## src/rtl/core/lpht_pkg.sv

```systemverilog
package lpht_pkg;

    localparam int KEY_W       = 64;
    localparam int REF_IN_W    = 16;
    localparam int SLOT_OUT_W  = 8;
    localparam int COUNT_OUT_W = 9;
    localparam int HOME_SHIFT  = 3;

    typedef enum logic [1:0] {
        OP_INSERT = 2'd0,
        OP_REMOVE = 2'd1,
        OP_CLEAR  = 2'd2
    } t_op;

    typedef enum logic [1:0] {
        ST_DONE      = 2'd0,
        ST_FULL      = 2'd1,
        ST_NOT_FOUND = 2'd2
    } t_status;

    typedef enum logic {
        ADDR_POS  = 1'b0,
        ADDR_HOLE = 1'b1
    } t_addr_sel;

    typedef enum logic [1:0] {
        WD_NEW  = 2'd0,
        WD_MOVE = 2'd1,
        WD_FREE = 2'd2
    } t_wd_sel;

    // controller to datapath
    typedef struct packed {
        logic      latch_req;
        logic      hash_start;
        logic      hash_from_ram;
        logic      pos_home;
        logic      pos_next;
        logic      pos_zero;
        logic      n_zero;
        logic      n_inc;
        logic      ram_re;
        logic      ram_we;
        t_addr_sel addr_sel;
        t_wd_sel   wd_sel;
        logic      res_init;
        logic      status_load;
        t_status   status_val;
        logic      insert_commit;
        logic      found_commit;
        logic      move_commit;
        logic      count_clear;
        logic      out_load;
    } t_cmd;

    // datapath to controller
    typedef struct packed {
        logic [1:0] op_code;
        logic       full;
        logic       hash_done;
        logic       used;
        logic       match;
        logic       gap_empty;
        logic       keep;
        logic       n_last;
        logic       pos_last;
        logic       out_free;
    } t_stat;

endpackage

```

## src/rtl/core/lpht_ctrl.sv

```systemverilog
module lpht_ctrl
    import lpht_pkg::*;
(
    input  logic  i_clk,
    input  logic  i_rst_n,
    input  logic  i_s_valid,
    input  t_stat i_stat,
    output t_cmd  o_cmd,
    output logic  o_s_ready
);

    typedef enum logic [3:0] {
        S_IDLE,
        S_DECODE,
        S_HOME,
        S_READ,
        S_CHECK,
        S_GAP_READ,
        S_GAP_CHECK,
        S_GAP_HOME,
        S_GAP_END,
        S_CLEAR,
        S_RESULT
    } t_state;

    t_state r_state;
    t_state n_state;
    logic   r_ready;
    logic   r_clr_result;
    logic   n_clr_result;
    t_cmd   cmd;

    always_comb begin
        cmd          = '0;
        n_state      = r_state;
        n_clr_result = r_clr_result;
        case (r_state)
            S_IDLE: begin
                if (i_s_valid && r_ready) begin
                    cmd.latch_req = 1'b1;
                    n_state       = S_DECODE;
                end
            end
            S_DECODE: begin
                cmd.res_init = 1'b1;
                case (i_stat.op_code)
                    OP_INSERT: begin
                        if (i_stat.full) begin
                            cmd.status_load = 1'b1;
                            cmd.status_val  = ST_FULL;
                            n_state         = S_RESULT;
                        end else begin
                            cmd.hash_start = 1'b1;
                            n_state        = S_HOME;
                        end
                    end
                    OP_REMOVE: begin
                        cmd.hash_start = 1'b1;
                        n_state        = S_HOME;
                    end
                    OP_CLEAR: begin
                        cmd.pos_zero    = 1'b1;
                        cmd.count_clear = 1'b1;
                        n_clr_result    = 1'b1;
                        n_state         = S_CLEAR;
                    end
                    default: begin
                        n_state = S_RESULT;
                    end
                endcase
            end
            S_HOME: begin
                if (i_stat.hash_done) begin
                    cmd.pos_home = 1'b1;
                    cmd.n_zero   = 1'b1;
                    n_state      = S_READ;
                end
            end
            S_READ: begin
                cmd.ram_re   = 1'b1;
                cmd.addr_sel = ADDR_POS;
                n_state      = S_CHECK;
            end
            S_CHECK: begin
                if (i_stat.op_code == OP_INSERT) begin
                    if (!i_stat.used) begin
                        cmd.ram_we        = 1'b1;
                        cmd.addr_sel      = ADDR_POS;
                        cmd.wd_sel        = WD_NEW;
                        cmd.insert_commit = 1'b1;
                        n_state           = S_RESULT;
                    end else if (i_stat.n_last) begin
                        cmd.status_load = 1'b1;
                        cmd.status_val  = ST_FULL;
                        n_state         = S_RESULT;
                    end else begin
                        cmd.n_inc    = 1'b1;
                        cmd.pos_next = 1'b1;
                        n_state      = S_READ;
                    end
                end else begin
                    if (!i_stat.used) begin
                        cmd.status_load = 1'b1;
                        cmd.status_val  = ST_NOT_FOUND;
                        n_state         = S_RESULT;
                    end else if (i_stat.match) begin
                        cmd.found_commit = 1'b1;
                        cmd.n_zero       = 1'b1;
                        cmd.pos_next     = 1'b1;
                        n_state          = S_GAP_READ;
                    end else if (i_stat.n_last) begin
                        cmd.status_load = 1'b1;
                        cmd.status_val  = ST_NOT_FOUND;
                        n_state         = S_RESULT;
                    end else begin
                        cmd.n_inc    = 1'b1;
                        cmd.pos_next = 1'b1;
                        n_state      = S_READ;
                    end
                end
            end
            S_GAP_READ: begin
                cmd.ram_re   = 1'b1;
                cmd.addr_sel = ADDR_POS;
                n_state      = S_GAP_CHECK;
            end
            S_GAP_CHECK: begin
                if (i_stat.gap_empty) begin
                    n_state = S_GAP_END;
                end else begin
                    cmd.hash_start    = 1'b1;
                    cmd.hash_from_ram = 1'b1;
                    n_state           = S_GAP_HOME;
                end
            end
            S_GAP_HOME: begin
                if (i_stat.hash_done) begin
                    if (!i_stat.keep) begin
                        cmd.ram_we      = 1'b1;
                        cmd.addr_sel    = ADDR_HOLE;
                        cmd.wd_sel      = WD_MOVE;
                        cmd.move_commit = 1'b1;
                    end
                    if (i_stat.n_last) begin
                        n_state = S_GAP_END;
                    end else begin
                        cmd.n_inc    = 1'b1;
                        cmd.pos_next = 1'b1;
                        n_state      = S_GAP_READ;
                    end
                end
            end
            S_GAP_END: begin
                cmd.ram_we   = 1'b1;
                cmd.addr_sel = ADDR_HOLE;
                cmd.wd_sel   = WD_FREE;
                n_state      = S_RESULT;
            end
            S_CLEAR: begin
                cmd.ram_we   = 1'b1;
                cmd.addr_sel = ADDR_POS;
                cmd.wd_sel   = WD_FREE;
                cmd.pos_next = 1'b1;
                if (i_stat.pos_last) begin
                    n_state = r_clr_result ? S_RESULT : S_IDLE;
                end
            end
            S_RESULT: begin
                if (i_stat.out_free) begin
                    cmd.out_load = 1'b1;
                    n_state      = S_IDLE;
                end
            end
            default: begin
                n_state = S_IDLE;
            end
        endcase
    end

    always_ff @(posedge i_clk) begin
        if (!i_rst_n) begin
            r_state      <= S_CLEAR;
            r_ready      <= 1'b0;
            r_clr_result <= 1'b0;
        end else begin
            r_state      <= n_state;
            r_ready      <= (n_state == S_IDLE);
            r_clr_result <= n_clr_result;
        end
    end

    assign o_cmd     = cmd;
    assign o_s_ready = r_ready;

endmodule

```

## config.mk

```make
export PLATFORM = sky130hd
export DESIGN_NAME = lpht_ctrl
export DESIGN_NICKNAME = d
export VERILOG_FILES = /design/src/rtl/core/lpht_pkg.sv /design/src/rtl/core/lpht_ctrl.sv
export SDC_FILE = /design/constraint.sdc
export NUM_CORES = 1
export LEC_CHECK = 0
export BUFFER_PORTS_ARGS = -buffer_cell sky130_fd_sc_hd__buf_2
export CAP_MARGIN = 20
export CORE_MARGIN = 2
export CORE_UTILIZATION = 43
export CTS_CLUSTER_SIZE = 14
export DETAILED_ROUTE_END_ITERATION = 16
export HOLD_SLACK_MARGIN = 0.05
export PLACE_DENSITY = 0.87
export SYNTH_ARGS = -nofsm -noshare
export SYNTH_HDL_FRONTEND = slang
export SYNTH_SLANG_ARGS = --single-unit
```

## constraint.sdc

```tcl
create_clock -name i_clk -period 1.62 [get_ports i_clk]
set_input_delay 0.081 -clock i_clk [delete_from_list [all_inputs] [get_ports i_clk]]
set_output_delay 0.081 -clock i_clk [all_outputs]
set_load 0.01 [all_outputs]
```

Word-level counts from Yosys, hierarchy flattened
Index checks and enable logic that the tools add are counted.

Eq/ne operators: 12. Multiplexer cells: 69. Reduce and logical (&&, ||, !) cells: 7.

Operator list (count): 2-to-1 mux 4 bit (18); case mux 4 bit (11 select lines) (1); 2-to-1 mux 1 bit (29); 2-to-1 mux 3 bit (8); == test 4 x 3 -> 1 bit, second input constant (4); == test 4 bit, second input constant (3); case mux 4 bit (3 select lines) (1); case mux 1 bit (3 select lines) (3); == test 4 x 2 -> 1 bit, second input constant (2); zero test 4 bit (2); case mux 1 bit (2 select lines) (4); 2-to-1 mux 2 bit (3); case mux 2 bit (3 select lines) (1); case mux 3 bit (2 select lines) (1); == test 4 x 1 -> 1 bit, second input constant (1); OR reduction 2 bit (2); == test 2 x 1 -> 1 bit, second input constant (1); == test 2 bit, second input constant (1); zero test 2 bit (1); AND reduction 2 bit (1); logical AND 1 bit (1).

Bits in registers: 6. Input port bits: 14. Output and inout port bits: 23.

Longest topological paths before layout
Gate-level depths: netlist (run 1).

Depth in word-level cells: 6. Gate-level depth with buffers: 8.

Least setup slack after synthesis (run 1)
Ideal clock, no wire load.

Path type: register to output. Start point: register r_state[1]. End point: output port o_cmd[7] (netlist bit). Data arrival time: 1.462 ns. Data required time: 1.539 ns. Setup slack: 0.077 ns. Stages on the path, launching flop included: 6. Buffers on the path: 1. Cell sequence: dfxtp_1 > buf_4 > nor4b_4 > a32oi_1 > nor3_1 > or2_1.

RTL lines: start, declared (RTL line lpht_ctrl.sv:26) `t_state r_state;`; start signal, assigned (RTL line lpht_ctrl.sv:186) `r_state <= n_state;`; end, declared (RTL line lpht_ctrl.sv:8) `output t_cmd o_cmd,`.

==> results.rst, run 1 <==
.. list-table::
   :header-rows: 1

   * - Metric
     - Value
   * - Port-buffer cells
     - 36
   * - Deepest level of the CTS H-tree
     - 1
   * - Vert. Die Dim
     - 43.4 µm
   * - Antenna Cells
     - 0
   * - Worst Path Class, Setup
     - reg2out
   * - Total track usage
     - 0.238
   * - Length of routed met3 wiring
     - 102 µm
   * - Hold path depth
     - 3
   * - Total power per unit cell area
     - 656 mW/mm²
   * - Unrepaired setup endpoints after global routing
     - yes
   * - Overflow after GRT
     - 0
   * - Weighted congestion reported at the end of routability-driven placement
     - 0.835
   * - Hold Worst Slack
     - 0.184 ns
   * - Post-placement worst setup slack
     - -0.104 ns
   * - Clock tree root driver cell
     - sky130_fd_sc_hd__clkbuf_4
   * - Post-route setup TNS
     - -0.112 ns
   * - # IOs
     - 37
   * - Total DRC errors in the routed layout
     - 0
   * - Share of post-route cells with drive strength above 1
     - 0.631
   * - End-of-flow core utilization
     - 0.739
   * - Minimum clock period
     - 1.67 ns
   * - Sum of net half-perimeters after detailed placement
     - 1.62 mm
   * - Required time worst endpoint
     - 1.54 ns
   * - Width of the chip
     - 43.4 µm
   * - Worst slew pin tran
     - 0.356 ns
   * - Placeable core region
     - 0.00149 mm²
   * - Violations in the final reports
     - setup timing
   * - Top sig layer
     - met4
   * - Worst-case vdd ir drop
     - 0.394 mV
   * - Per-cell via count in the routed design
     - 5.78
   * - Vias in the first global route
     - 795
   * - Total die area
     - 0.00189 mm²
   * - Max Cap Viol
     - 0
   * - Crit-path max FO
     - 7
   * - DR iter-0 viols
     - 37
   * - Pre-Repair DR Iteration Count
     - 4
   * - Share of flip-flops with an asynchronous set or reset
     - 0
   * - Post-layout nets
     - 157
   * - Post-synthesis sequential element count
     - 6
   * - Number of unique standard cell types used by synthesis
     - 45
   * - Number of warning messages in the yosys log
     - 0
   * - Met1 wire length
     - 961 µm
   * - Pin count of the biggest net entering global routing
     - 9
   * - CTS tree
     - built
   * - Flip-flop cell with the highest count after synthesis
     - sky130_fd_sc_hd__dfxtp_1
   * - Tcrit/Tclk final
     - 1.03
   * - Count of antenna-violating nets left after detailed routing
     - 0
   * - Worst path setup slack after routing
     - -0.0528 ns
   * - Area added between synthesis and finish
     - 64.8%
   * - Final total power
     - 722 µW
   * - Critical Path End Type
     - output pin
   * - Number of rows created at floorplan
     - 14
   * - Buffer levels on the longest clock path
     - 2
   * - Effective utilization at floorplan
     - 0.449
   * - Worst slew slack as a fraction of its limit
     - 0.762
   * - Final setup skew
     - 0.00233 ns
   * - Final-report hold violation count
     - 0
   * - Maximum clock frequency
     - 0.598 GHz
   * - Routed vias
     - 907
   * - Cell leakage power
     - 0.000561 µW
   * - Syn Std Cell Area
     - 668 µm²
   * - Worst r2r path cells
     - 8
   * - Initial antenna violation count
     - 0
   * - Post-synthesis net count
     - 99
   * - CP Data Arrival Time
     - 1.59 ns
   * - Number of pins with negative max-slew slack in the final report
     - 0
   * - Number of buffers added by the clock tree synthesis step
     - 3
   * - Clock Sink Count
     - 6
   * - Setup violations, final
     - 6
   * - Outcome
     - finished, violations left
   * - Final wirelength
     - 2.38 mm
   * - First-pass GRT wire length
     - 3.46 mm
   * - Average detailed-routed wire length per instance
     - 15.2 µm
   * - Cell count after synthesis
     - 85
   * - Number of synthesized flops with an enable pin
     - 0
   * - Routed met2 length
     - 1.29 mm
   * - Latest clock arrival within the worst-skew pair
     - 0.24 ns
   * - Avg Cell Area, Syn
     - 7.86 µm²
   * - Hold crit path type
     - in2reg
   * - Clk pin slew, worst setup/hold paths
     - 0.04 ns
   * - Element type at the critical path start
     - register
   * - Proportion of synthesized chip area in sequential cells
     - 0.180
-- Yosys cell counts, types with 2 or more instances --
library cell	count	area, µm²
sky130_fd_sc_hd__nand2_1	7	26.3
sky130_fd_sc_hd__nor3_1	3	15.0
sky130_fd_sc_hd__nand3_1	3	15.0
sky130_fd_sc_hd__o21ai_0	3	15.0
sky130_fd_sc_hd__a21oi_1	4	20.0
sky130_fd_sc_hd__dfxtp_1	6	120
sky130_fd_sc_hd__inv_2	2	7.51
sky130_fd_sc_hd__nand2_2	2	12.5
sky130_fd_sc_hd__nor2_1	4	15.0
sky130_fd_sc_hd__inv_1	4	15.0
sky130_fd_sc_hd__or3_1	2	12.5
sky130_fd_sc_hd__o22ai_1	2	12.5
sky130_fd_sc_hd__nor2b_1	5	31.3
sky130_fd_sc_hd__nor3b_1	2	15.0
sky130_fd_sc_hd__nor2_2	2	12.5
sky130_fd_sc_hd__buf_4	3	22.5
sky130_fd_sc_hd__or2_1	2	12.5
sky130_fd_sc_hd__a32o_1	2	20.0
-- through the flow --
step	cells	cell area, µm²
after floorplan	85	668
after global placement	141	895
after detailed placement	141	895
after CTS	151	1020
after global routing	157	1100
final	157	1100
-- kinds of logic after synthesis --
logic type / share of synthesized area
xor+xnor: 0.0131
flops: 0.180
compound gates: 0.268
buf+inv: 0.0843
simple gates: 0.455
-- critical path: stages, from the launching register on --
cell                      delay, ns
sky130_fd_sc_hd__dfxtp_4       0.37
sky130_fd_sc_hd__nor4b_4       0.36
sky130_fd_sc_hd__buf_4         0.19
sky130_fd_sc_hd__nand2_4       0.07
sky130_fd_sc_hd__nor2_4        0.12
sky130_fd_sc_hd__or3b_1        0.11
sky130_fd_sc_hd__buf_2         0.12
-- sequential cells by signal, summed over array words and instances, names as in the netlist --
register,flops
o_s_ready,1
r_state,4
r_clr_result,1
-- routing by layer --
layer  GRT usage  up-vias
met5           0        -
met3      0.0208        6
met2       0.442       37
met1       0.282      438
li1            -      426
met4      0.0848        0
-- placed cells by master, fill, tap and decap left out, types with 2 or more instances in the layout --
master                     Yosys  final
sky130_fd_sc_hd__nor3b_1       2      2
sky130_fd_sc_hd__dfxtp_1       6      2
sky130_fd_sc_hd__nand2_1       7      6
sky130_fd_sc_hd__dfxtp_4       0      4
sky130_fd_sc_hd__clkbuf_4      0      3
sky130_fd_sc_hd__o22ai_1       2      2
sky130_fd_sc_hd__or2_1         2      2
sky130_fd_sc_hd__nor3_1        3      3
sky130_fd_sc_hd__nand2_4       0      2
sky130_fd_sc_hd__nor2b_2       1      2
sky130_fd_sc_hd__o21ai_1       1      2
sky130_fd_sc_hd__buf_6         1      2
sky130_fd_sc_hd__buf_4         3     18
sky130_fd_sc_hd__nor2_1        4      3
sky130_fd_sc_hd__a21oi_1       4      3
sky130_fd_sc_hd__nand3_1       3      2
sky130_fd_sc_hd__nor2b_1       5      4
sky130_fd_sc_hd__o21ai_0       3      2
sky130_fd_sc_hd__nor2_4        0      2
sky130_fd_sc_hd__buf_2         0     36
sky130_fd_sc_hd__inv_1         4      4
-- power by group --
part | switching (µW) | leakage, µW | total (µW) | internal [µW]
clock | 52.6 | 0.0000138 | 136 | 83.7
sequential | 37.8 | 0.0000513 | 210 | 172
combinational | 195 | 0.000496 | 375 | 180
-- final timing paths --
kind                                      to  slack [ns]          from
worst max-delay path               o_cmd[17]       -0.05    r_state[3]
worst min-delay path              r_state[3]        0.18     i_stat[2]
worst min register to register  r_clr_result        0.51  r_clr_result
worst max register to register     o_s_ready       -0.02    r_state[3]
-- cell type report --
type / instances / area (µm²)
multi-input combinational: 69 / 551
fill: 104 / 388
timing repair buffer: 57 / 348
sequential: 6 / 135
inverter: 6 / 25.0
clock buffer: 3 / 22.5
tap: 16 / 20.0
-- repair_timing --
item,4_1_cts,5_1_grt
hold endpoints to repair,1,0
setup endpoints to repair,14,10
pin swaps,5,7
hold buffers,1,0
resized for setup,13,12
buffers inserted,6,6
Note: power is estimated with default switching activity, not from simulation.
==> run 2, diff against run 1 <==
==> constraint.sdc (replaced) <==
create_clock -name i_clk -period 1.62 [get_ports i_clk]
set_input_delay 0.081 -clock i_clk [delete_from_list [all_inputs] [get_ports i_clk]]
set_output_delay 0.081 -clock i_clk [all_outputs]
set_load 0.1 [all_outputs]
==> results.rst, run 2 <==
.. list-table::
   :header-rows: 1

   * - Metric
     - Value
   * - Outcome
     - did not finish
   * - Stage reached
     - clock tree synthesis (4_1_cts)
   * - Error text reported by the tool
     - [ERROR DPL-0038] Utilization greater than 100%, impossible to legalize
   * - Post-placement worst setup slack
     - -0.104 ns (+0.000847 ns)
   * - CTS hold repair buffers
     - 0 (-1)
   * - Number of buffers added by the clock tree synthesis step
     - 3 (unchanged)
   * - Most frequent cell after synthesis
     - sky130_fd_sc_hd__nand2_1
   * - Post-synthesis sequential element count
     - 6 (unchanged)
   * - Effective utilization at floorplan
     - 0.449 (unchanged)
   * - Proportion of synthesized chip area in sequential cells
     - 0.180 (unchanged)
   * - Avg Cell Area, Syn
     - 7.86 µm² (unchanged)
   * - Sum of net half-perimeters after detailed placement
     - 2.53 mm (+56%)
   * - Leading cell types by total area after synthesis
     - sky130_fd_sc_hd__dfxtp_1, sky130_fd_sc_hd__nor2b_1, sky130_fd_sc_hd__nand2_1
   * - Width of the chip
     - 43.4 µm (unchanged)
   * - Cell taking the most area after synthesis
     - sky130_fd_sc_hd__dfxtp_1
   * - # IOs
     - 37 (unchanged)
   * - Deepest level of the CTS H-tree
     - 1 (unchanged)
   * - Buffer levels on the longest clock path
     - 2 (unchanged)
   * - Number of warning messages in the yosys log
     - 0 (unchanged)
   * - Number of synthesized flops with an enable pin
     - 0 (unchanged)
   * - Weighted congestion reported at the end of routability-driven placement
     - 0.887 (+6.3%)
   * - Number of unique standard cell types used by synthesis
     - 45 (unchanged)
   * - Post-synthesis net count
     - 99 (unchanged)
   * - Resized cells post-CTS
     - 26 (+13)
   * - Instance count after placement with tap cells included
     - 150 (+6.4%)
   * - Port-buffer cells
     - 36 (unchanged)
   * - Share of flip-flops with an asynchronous set or reset
     - 0 (unchanged)
   * - Cell count after synthesis
     - 85 (unchanged)
   * - Top post-synthesis cells by count
     - sky130_fd_sc_hd__nand2_1, sky130_fd_sc_hd__dfxtp_1, sky130_fd_sc_hd__nor2b_1
   * - Postcts setup bufs
     - 6 (unchanged)
   * - Area share of the largest cell type after synthesis
     - 0.180 (unchanged)
   * - Syn Std Cell Area
     - 668 µm² (unchanged)
   * - Clock tree root driver cell
     - sky130_fd_sc_hd__clkbuf_4
   * - Clock Sink Count
     - 6 (unchanged)
   * - Number of rows created at floorplan
     - 14 (unchanged)
   * - Vert. Die Dim
     - 43.4 µm (unchanged)
   * - Flip-flop cell with the highest count after synthesis
     - sky130_fd_sc_hd__dfxtp_1
==> run 2: stage by stage <==
stage,area (µm²),setup TNS (ns),hold WS (ns),util
floorplan,828,-5.19,0.143,-
global placement,1440,0,0.287,0.965
detailed placement,1440,-0.198,0.318,0.965
==> run 2: cell families after synthesis <==
kind of cell / Yosys count / share of synthesized area
AND/OR/NAND/NOR: 44 / 0.455
buffers and inverters: 10 / 0.0843
XOR/XNOR: 1 / 0.0131
flip-flops: 6 / 0.180
AO/OA/AOI/OAI: 24 / 0.268
==> run 3, diff against run 2 <==
--- a/config.mk
+++ b/config.mk
@@ -7,12 +7,10 @@
 export LEC_CHECK = 0
 export BUFFER_PORTS_ARGS = -buffer_cell sky130_fd_sc_hd__buf_2
 export CAP_MARGIN = 20
-export CORE_MARGIN = 2
-export CORE_UTILIZATION = 43
-export CTS_CLUSTER_SIZE = 14
+export CORE_AREA = 2 2 63 65
 export DETAILED_ROUTE_END_ITERATION = 16
-export HOLD_SLACK_MARGIN = 0.05
-export PLACE_DENSITY = 0.87
+export DIE_AREA = 0 0 65 67
+export PLACE_DENSITY_LB_ADDON = 0.15
 export SYNTH_ARGS = -nofsm -noshare
 export SYNTH_HDL_FRONTEND = slang
 export SYNTH_SLANG_ARGS = --single-unit
==> results.rst, run 3 (synthesized netlist as in run 1, its figures left out) <==
.. list-table::
   :header-rows: 1

   * - Metric
     - Value
   * - CP Data Arrival Time
     - 1.65 ns
   * - Average detailed-routed wire length per instance
     - 13.6 µm
   * - Worst r2r path cells
     - 7
   * - Effective utilization at floorplan
     - 0.185 (-0.263)
   * - Maximum clock frequency
     - 0.578 GHz
   * - Setup violations, final
     - 10
   * - Pre-Repair DR Iteration Count
     - 4
   * - Worst path setup slack after routing
     - -0.109 ns
   * - Antenna Cells
     - 0
   * - Minimum clock period
     - 1.73 ns
   * - Hold crit path type
     - in2reg
   * - Max Cap Viol
     - 0
   * - Total power per unit cell area
     - 769 mW/mm²
   * - Clock tree root driver cell
     - sky130_fd_sc_hd__clkbuf_8
   * - Clock Sink Count
     - 6 (unchanged)
   * - Port-buffer cells
     - 36 (unchanged)
   * - Placeable core region
     - 0.00361 mm²
   * - Width of the chip
     - 65 µm (+50%)
   * - Vias in the first global route
     - 1,014
   * - Biggest register
     - r_state
   * - Placed instance area
     - 0.00155 mm² (+8.0%)
   * - Outcome
     - finished, violations left
   * - Count of antenna-violating nets left after detailed routing
     - 0
   * - Number of rows created at floorplan
     - 22 (+8)
   * - Required time worst endpoint
     - 1.54 ns
   * - Post-route setup TNS
     - -0.731 ns
   * - Number of pins with negative max-slew slack in the final report
     - 0
   * - Worst slew slack as a fraction of its limit
     - 0.668
   * - Multi-input gate area
     - 684 µm²
   * - Tcrit/Tclk final
     - 1.07
   * - Total track usage
     - 0.133
   * - DR iter-0 viols
     - 40
   * - End-of-flow core utilization
     - 0.490
   * - Crit-path max FO
     - 6
   * - Worst Path Class, Setup
     - reg2out
   * - Instance count after placement with tap cells included
     - 192 (+28%)
   * - Deepest level of the CTS H-tree
     - 1 (unchanged)
   * - Sum of net half-perimeters after detailed placement
     - 2.14 mm (-15%)
   * - Critical Path End Type
     - output pin
   * - Element type at the critical path start
     - register
   * - Final setup skew
     - 0.00458 ns
   * - Unrepaired setup endpoints after global routing
     - yes
   * - Clk pin slew, worst setup/hold paths
     - 0.03 ns
   * - Area added between synthesis and finish
     - 165%
   * - # fillers
     - 333
   * - Hold Worst Slack
     - 0.0994 ns
   * - Pin count of the biggest net entering global routing
     - 10
   * - Per-cell via count in the routed design
     - 4.63
   * - Number of buffers added by the clock tree synthesis step
     - 3 (unchanged)
   * - Routed vias
     - 945
   * - Most used cells in the layout excluding fill and tap cells
     - sky130_fd_sc_hd__buf_4, sky130_fd_sc_hd__buf_12, sky130_fd_sc_hd__buf_2, sky130_fd_sc_hd__nand2_1
   * - Final wirelength
     - 2.77 mm
   * - Leading cell type in the layout, fill and taps excluded
     - sky130_fd_sc_hd__buf_4
   * - Post-layout nets
     - 172
   * - Latest clock arrival within the worst-skew pair
     - 0.22 ns
   * - Final-report hold violation count
     - 0
   * - Vert. Die Dim
     - 67 µm (+54%)
   * - Cell area after layout
     - 0.00177 mm²
   * - Total die area
     - 0.00436 mm²
   * - Share of post-route cells with drive strength above 1
     - 0.776
   * - # IOs
     - 37 (unchanged)
   * - First-pass GRT wire length
     - 4.57 mm
   * - Overflow after GRT
     - 0
   * - Cell leakage power
     - 0.000726 µW
   * - Worst slew pin tran
     - 0.497 ns
   * - Sequential cell area
     - 136 µm²
   * - Buffer levels on the longest clock path
     - 2 (unchanged)
   * - Non-filler cells in the finished layout
     - 204
   * - CTS tree
     - built
   * - CTS hold repair buffers
     - 0 (unchanged)
   * - Flip-flop count of the largest register, all copies and words added
     - 4
   * - Worst-case vdd ir drop
     - 0.424 mV
   * - Total DRC errors in the routed layout
     - 0
   * - Initial antenna violation count
     - 0
   * - Hold path depth
     - 2
   * - Weighted congestion reported at the end of routability-driven placement
     - 0.761 (-14%)
   * - Violations in the final reports
     - setup timing
## run 3: where the power goes
part	total, µW	switching, µW	internal (µW)
clock	222	62.1	159
sequential	208	34.6	174
combinational	929	563	367
total	1360	659	700
## run 3: layout make-up
cell class                      instances  area share
Clock buffer                            3      0.0234
Inverter                                6      0.0191
Multi-Input combinational cell         69       0.387
Sequential cell                         6      0.0771
Tap cell                               48      0.0340
Timing Repair Buffer                   72       0.459
## run 3: critical path, cell delays in order (launching register included)
cell,delay [ns]
sky130_fd_sc_hd__dfxtp_4,0.36
sky130_fd_sc_hd__nor4b_4,0.34
sky130_fd_sc_hd__buf_4,0.20
sky130_fd_sc_hd__nand2_4,0.07
sky130_fd_sc_hd__buf_6,0.13
sky130_fd_sc_hd__o21ai_4,0.14
sky130_fd_sc_hd__buf_12,0.19
## run 3: worst paths after layout
check,from,endpoint,slack [ns]
hold / removal,i_rst_n,r_state[0],0.1
setup / recovery,r_state[3],o_cmd[15],-0.11
setup reg to reg,r_state[3],o_s_ready,0.07
hold reg to reg,r_clr_result,r_clr_result,0.49
## run 3: repair_timing
item | 4_1_cts | 5_1_grt
endpoints found under the setup margin | 18 | 15
gates resized for setup | 17 | 6
pin swaps | 9 | 3
setup buffers | 7 | 3
## run 3: metal layers
layer / GRT usage / share of wire
met3: 0.0253 / 0.030
met5: 0 / 0
met1: 0.165 / 0.45
met4: 0.0160 / 0
met2: 0.242 / 0.52
## run 3: per-stage QoR
step,setup WS (ns),power [µW]
2_1_floorplan,-0.880,768
3_3_place_gp,-0.0873,1090
3_5_place_dp,-0.113,1090
4_1_cts,-0.0935,1350
5_1_grt,-0.160,1420
6_report,-0.109,1360
==> run 4, diff against run 3 <==
--- a/config.mk
+++ b/config.mk
@@ -8,9 +8,10 @@
 export BUFFER_PORTS_ARGS = -buffer_cell sky130_fd_sc_hd__buf_2
 export CAP_MARGIN = 20
 export CORE_AREA = 2 2 63 65
+export CTS_CLUSTER_DIAMETER = 80
 export DETAILED_ROUTE_END_ITERATION = 16
 export DIE_AREA = 0 0 65 67
-export PLACE_DENSITY_LB_ADDON = 0.15
+export PLACE_DENSITY_LB_ADDON = 0.1
 export SYNTH_ARGS = -nofsm -noshare
 export SYNTH_HDL_FRONTEND = slang
 export SYNTH_SLANG_ARGS = --single-unit
==> constraint.sdc (replaced) <==
create_clock -name i_clk -period 1.6 [get_ports i_clk]
set_input_delay 0.08 -clock i_clk [delete_from_list [all_inputs] [get_ports i_clk]]
set_output_delay 0.08 -clock i_clk [all_outputs]
set_load 0.1 [all_outputs]
==> results.rst, run 4 (synthesized netlist as in run 1, its figures left out) <==
.. list-table::
   :header-rows: 1

   * - Metric
     - Value
   * - Outcome
     - finished, violations left
   * - Violations in the final reports
     - setup timing
   * - # IOs
     - 37 (unchanged)
   * - Count of antenna-violating nets left after detailed routing
     - 0 (unchanged)
   * - Combinational share of power
     - 0.701 (+0.017)
   * - Worst-case vdd ir drop
     - 0.338 mV (-20%)
   * - Worst r2r path cells
     - 9 (+2)
   * - Port-buffer cells
     - 36 (unchanged)
   * - Critical Path End Type
     - output pin
   * - Cell area after layout
     - 0.00189 mm² (+6.9%)
   * - Minimum clock period
     - 1.83 ns
   * - Worst slew slack as a fraction of its limit
     - 0.668 (-0.000777)
   * - Clk pin slew, worst setup/hold paths
     - 0.04 ns (about the same)
   * - Placeable core region
     - 0.00361 mm² (unchanged)
   * - Overflow after GRT
     - 0 (unchanged)
   * - Clock group share of total power
     - 0.152 (-0.011)
   * - CP Data Arrival Time
     - 1.75 ns (+0.10 ns)
   * - Setup violations, final
     - 17 (+7)
   * - Largest stage delay, worst path
     - 0.35 ns (about the same)
   * - Slowest cell on the critical path
     - sky130_fd_sc_hd__dfxtp_4
   * - Sw power
     - 680 µW (+3.1%)
   * - Origin of the worst min-delay path
     - i_rst_n
   * - Pin count of the biggest net entering global routing
     - 13 (+3)
   * - Most used cells in the layout excluding fill and tap cells
     - sky130_fd_sc_hd__buf_4, sky130_fd_sc_hd__buf_12, sky130_fd_sc_hd__buf_2, sky130_fd_sc_hd__buf_6
   * - Internal power contribution
     - 761 µW (+8.7%)
   * - Worst Path Class, Setup
     - reg2out
   * - Total power per unit cell area
     - 763 mW/mm² (-0.83%)
   * - Worst slew pin tran
     - 0.499 ns (+0.00116 ns)
   * - Latest clock arrival within the worst-skew pair
     - 0.22 ns (about the same)
   * - Total die area
     - 0.00436 mm² (unchanged)
   * - Sum of net half-perimeters after detailed placement
     - 2.16 mm (+0.77%)
   * - Share of post-route cells with drive strength above 1
     - 0.795 (+0.0195)
   * - Hold Worst Slack
     - 0.0821 ns (-0.0173 ns)
   * - Clock Sink Count
     - 6 (unchanged)
   * - Vert. Die Dim
     - 67 µm (unchanged)
   * - Crit-path max FO
     - 5 (-1)
   * - Total track usage
     - 0.135 (+0.00219)
   * - Final-report hold violation count
     - 0 (unchanged)
   * - Element type at the critical path start
     - register
   * - Number of pins with negative max-slew slack in the final report
     - 0 (unchanged)
   * - Placed instance area
     - 0.00159 mm² (+2.3%)
   * - Maximum clock frequency
     - 0.547 GHz
   * - Initial antenna violation count
     - 0 (unchanged)
   * - Final wirelength
     - 2.82 mm (+1.7%)
   * - Final setup skew
     - 0.00324 ns (-0.00135 ns)
   * - Required time worst endpoint
     - 1.52 ns (-0.02 ns)
   * - Terminus of the critical flop-to-flop path
     - o_s_ready
   * - Biggest register
     - r_state
   * - Unrepaired setup endpoints after global routing
     - yes
   * - Average detailed-routed wire length per instance
     - 13.2 µm (-3.1%)
   * - Hold path depth
     - 2 (unchanged)
   * - Width of the chip
     - 65 µm (unchanged)
   * - Routed vias
     - 972 (+2.9%)
   * - Post-route setup TNS
     - -2.03 ns (-1.30 ns)
   * - Total DRC errors in the routed layout
     - 0 (unchanged)
   * - Deepest level of the CTS H-tree
     - 1 (unchanged)
   * - CTS tree
     - built
   * - Endpoint of the worst hold path
     - r_state[0]
   * - Hold crit path type
     - in2reg
   * - DR iter-0 viols
     - 19 (-53%)
   * - Weighted congestion reported at the end of routability-driven placement
     - 0.822 (+7.9%)
   * - Most frequent cell on the critical path
     - sky130_fd_sc_hd__buf_4
   * - CTS hold repair buffers
     - 0 (unchanged)
   * - First-pass GRT wire length
     - 4.55 mm (-0.44%)
   * - Number of buffers added by the clock tree synthesis step
     - 3 (unchanged)
   * - Flip-flop count of the largest register, all copies and words added
     - 4 (unchanged)
   * - Vias in the first global route
     - 965 (-4.8%)
   * - Antenna Cells
     - 0 (unchanged)
   * - Cells along the critical path
     - buf_6 -> nor4b_4 -> buf_4 -> buf_4 -> o221a_4 -> or2_4 -> buf_12
   * - Pre-Repair DR Iteration Count
     - 4 (unchanged)
   * - Max Cap Viol
     - 0 (unchanged)
   * - Worst-case register-to-register setup slack
     - -0.11 ns (-0.18 ns)
   * - Area added between synthesis and finish
     - 183%
   * - Post-placement worst setup slack
     - -0.0563 ns (+0.0565 ns)
   * - Effective utilization at floorplan
     - 0.185 (unchanged)
   * - Leading cell type in the layout, fill and taps excluded
     - sky130_fd_sc_hd__buf_4
   * - Tcrit/Tclk final
     - 1.14
   * - Clock tree root driver cell
     - sky130_fd_sc_hd__clkbuf_8
   * - Worst flop-to-flop path startpoint
     - r_state[3]
   * - Worst path setup slack after routing
     - -0.230 ns (-0.121 ns)
   * - Buffer levels on the longest clock path
     - 2 (unchanged)
   * - Per-cell via count in the routed design
     - 4.54 (-1.9%)
   * - Sequential power share
     - 0.147 (-0.006)
   * - Number of rows created at floorplan
     - 22 (unchanged)
   * - Cell leakage power
     - 0.000787 µW (+8.4%)
   * - Post-layout nets
     - 182 (+5.8%)
   * - Switching part of the total power
     - 0.472 (-0.0130)
[run 4: worst max path at each step]
stage | startpoint | to | slack, ns
5_1_grt | r_state[3] | o_cmd[15] | -0.28
3_5_place_dp | r_state[0] | o_cmd[11] | -0.06
3_3_place_gp | r_state[1] | o_cmd[11] | -0.04
6_report | r_state[3] | o_cmd[7] | -0.23
4_1_cts | r_state[1] | o_cmd[7] | -0.21
2_1_floorplan | r_state[3] | o_cmd[12] | -0.90
[run 4: worst max-delay path, delay by kind of cell (launching register included)]
kind | cells | cell delay, ns
flip-flops | 1 | 0.35
AO/OA/AOI/OAI | 1 | 0.18
AND/OR/NAND/NOR | 2 | 0.40
buffers and inverters | 4 | 0.59
[run 4: stage by stage]
stage               utilization  cells  total power (µW)
floorplan                     -     85               778
global placement          0.440    195              1130
detailed placement        0.440    195              1130
CTS                       0.499    208              1410
global route              0.524    214              1500
finish                    0.524    214              1440
[run 4: final cells by class]
class                      instances  area (µm²)
inverter                           6        33.8
timing repair buffer              82         913
sequential                         6         136
multi-input combinational         69         704
clock buffer                       3        41.3
fill                             338        1720
tap                               48        60.1
[run 4: power groups by stage]
stage	clock network (µW)	logic (µW)	registers, µW
floorplan	0	553	225
global placement	0	921	206
detailed placement	0	920	207
CTS	224	973	210
global route	242	1050	216
finish	219	1010	212
[run 4: repair_timing]
item	CTS	global route
gates resized for setup	21	14
buffers inserted	10	8
endpoints found under the setup margin	20	20
pin swaps	15	14
[run 4: metal layers]
metal,share of wire,track usage,wire [µm]
met1,0.40,0.161,1120
met2,0.54,0.247,1520
met3,0.059,0.0321,165
met4,0.0053,0.0239,15
met5,0,0,0
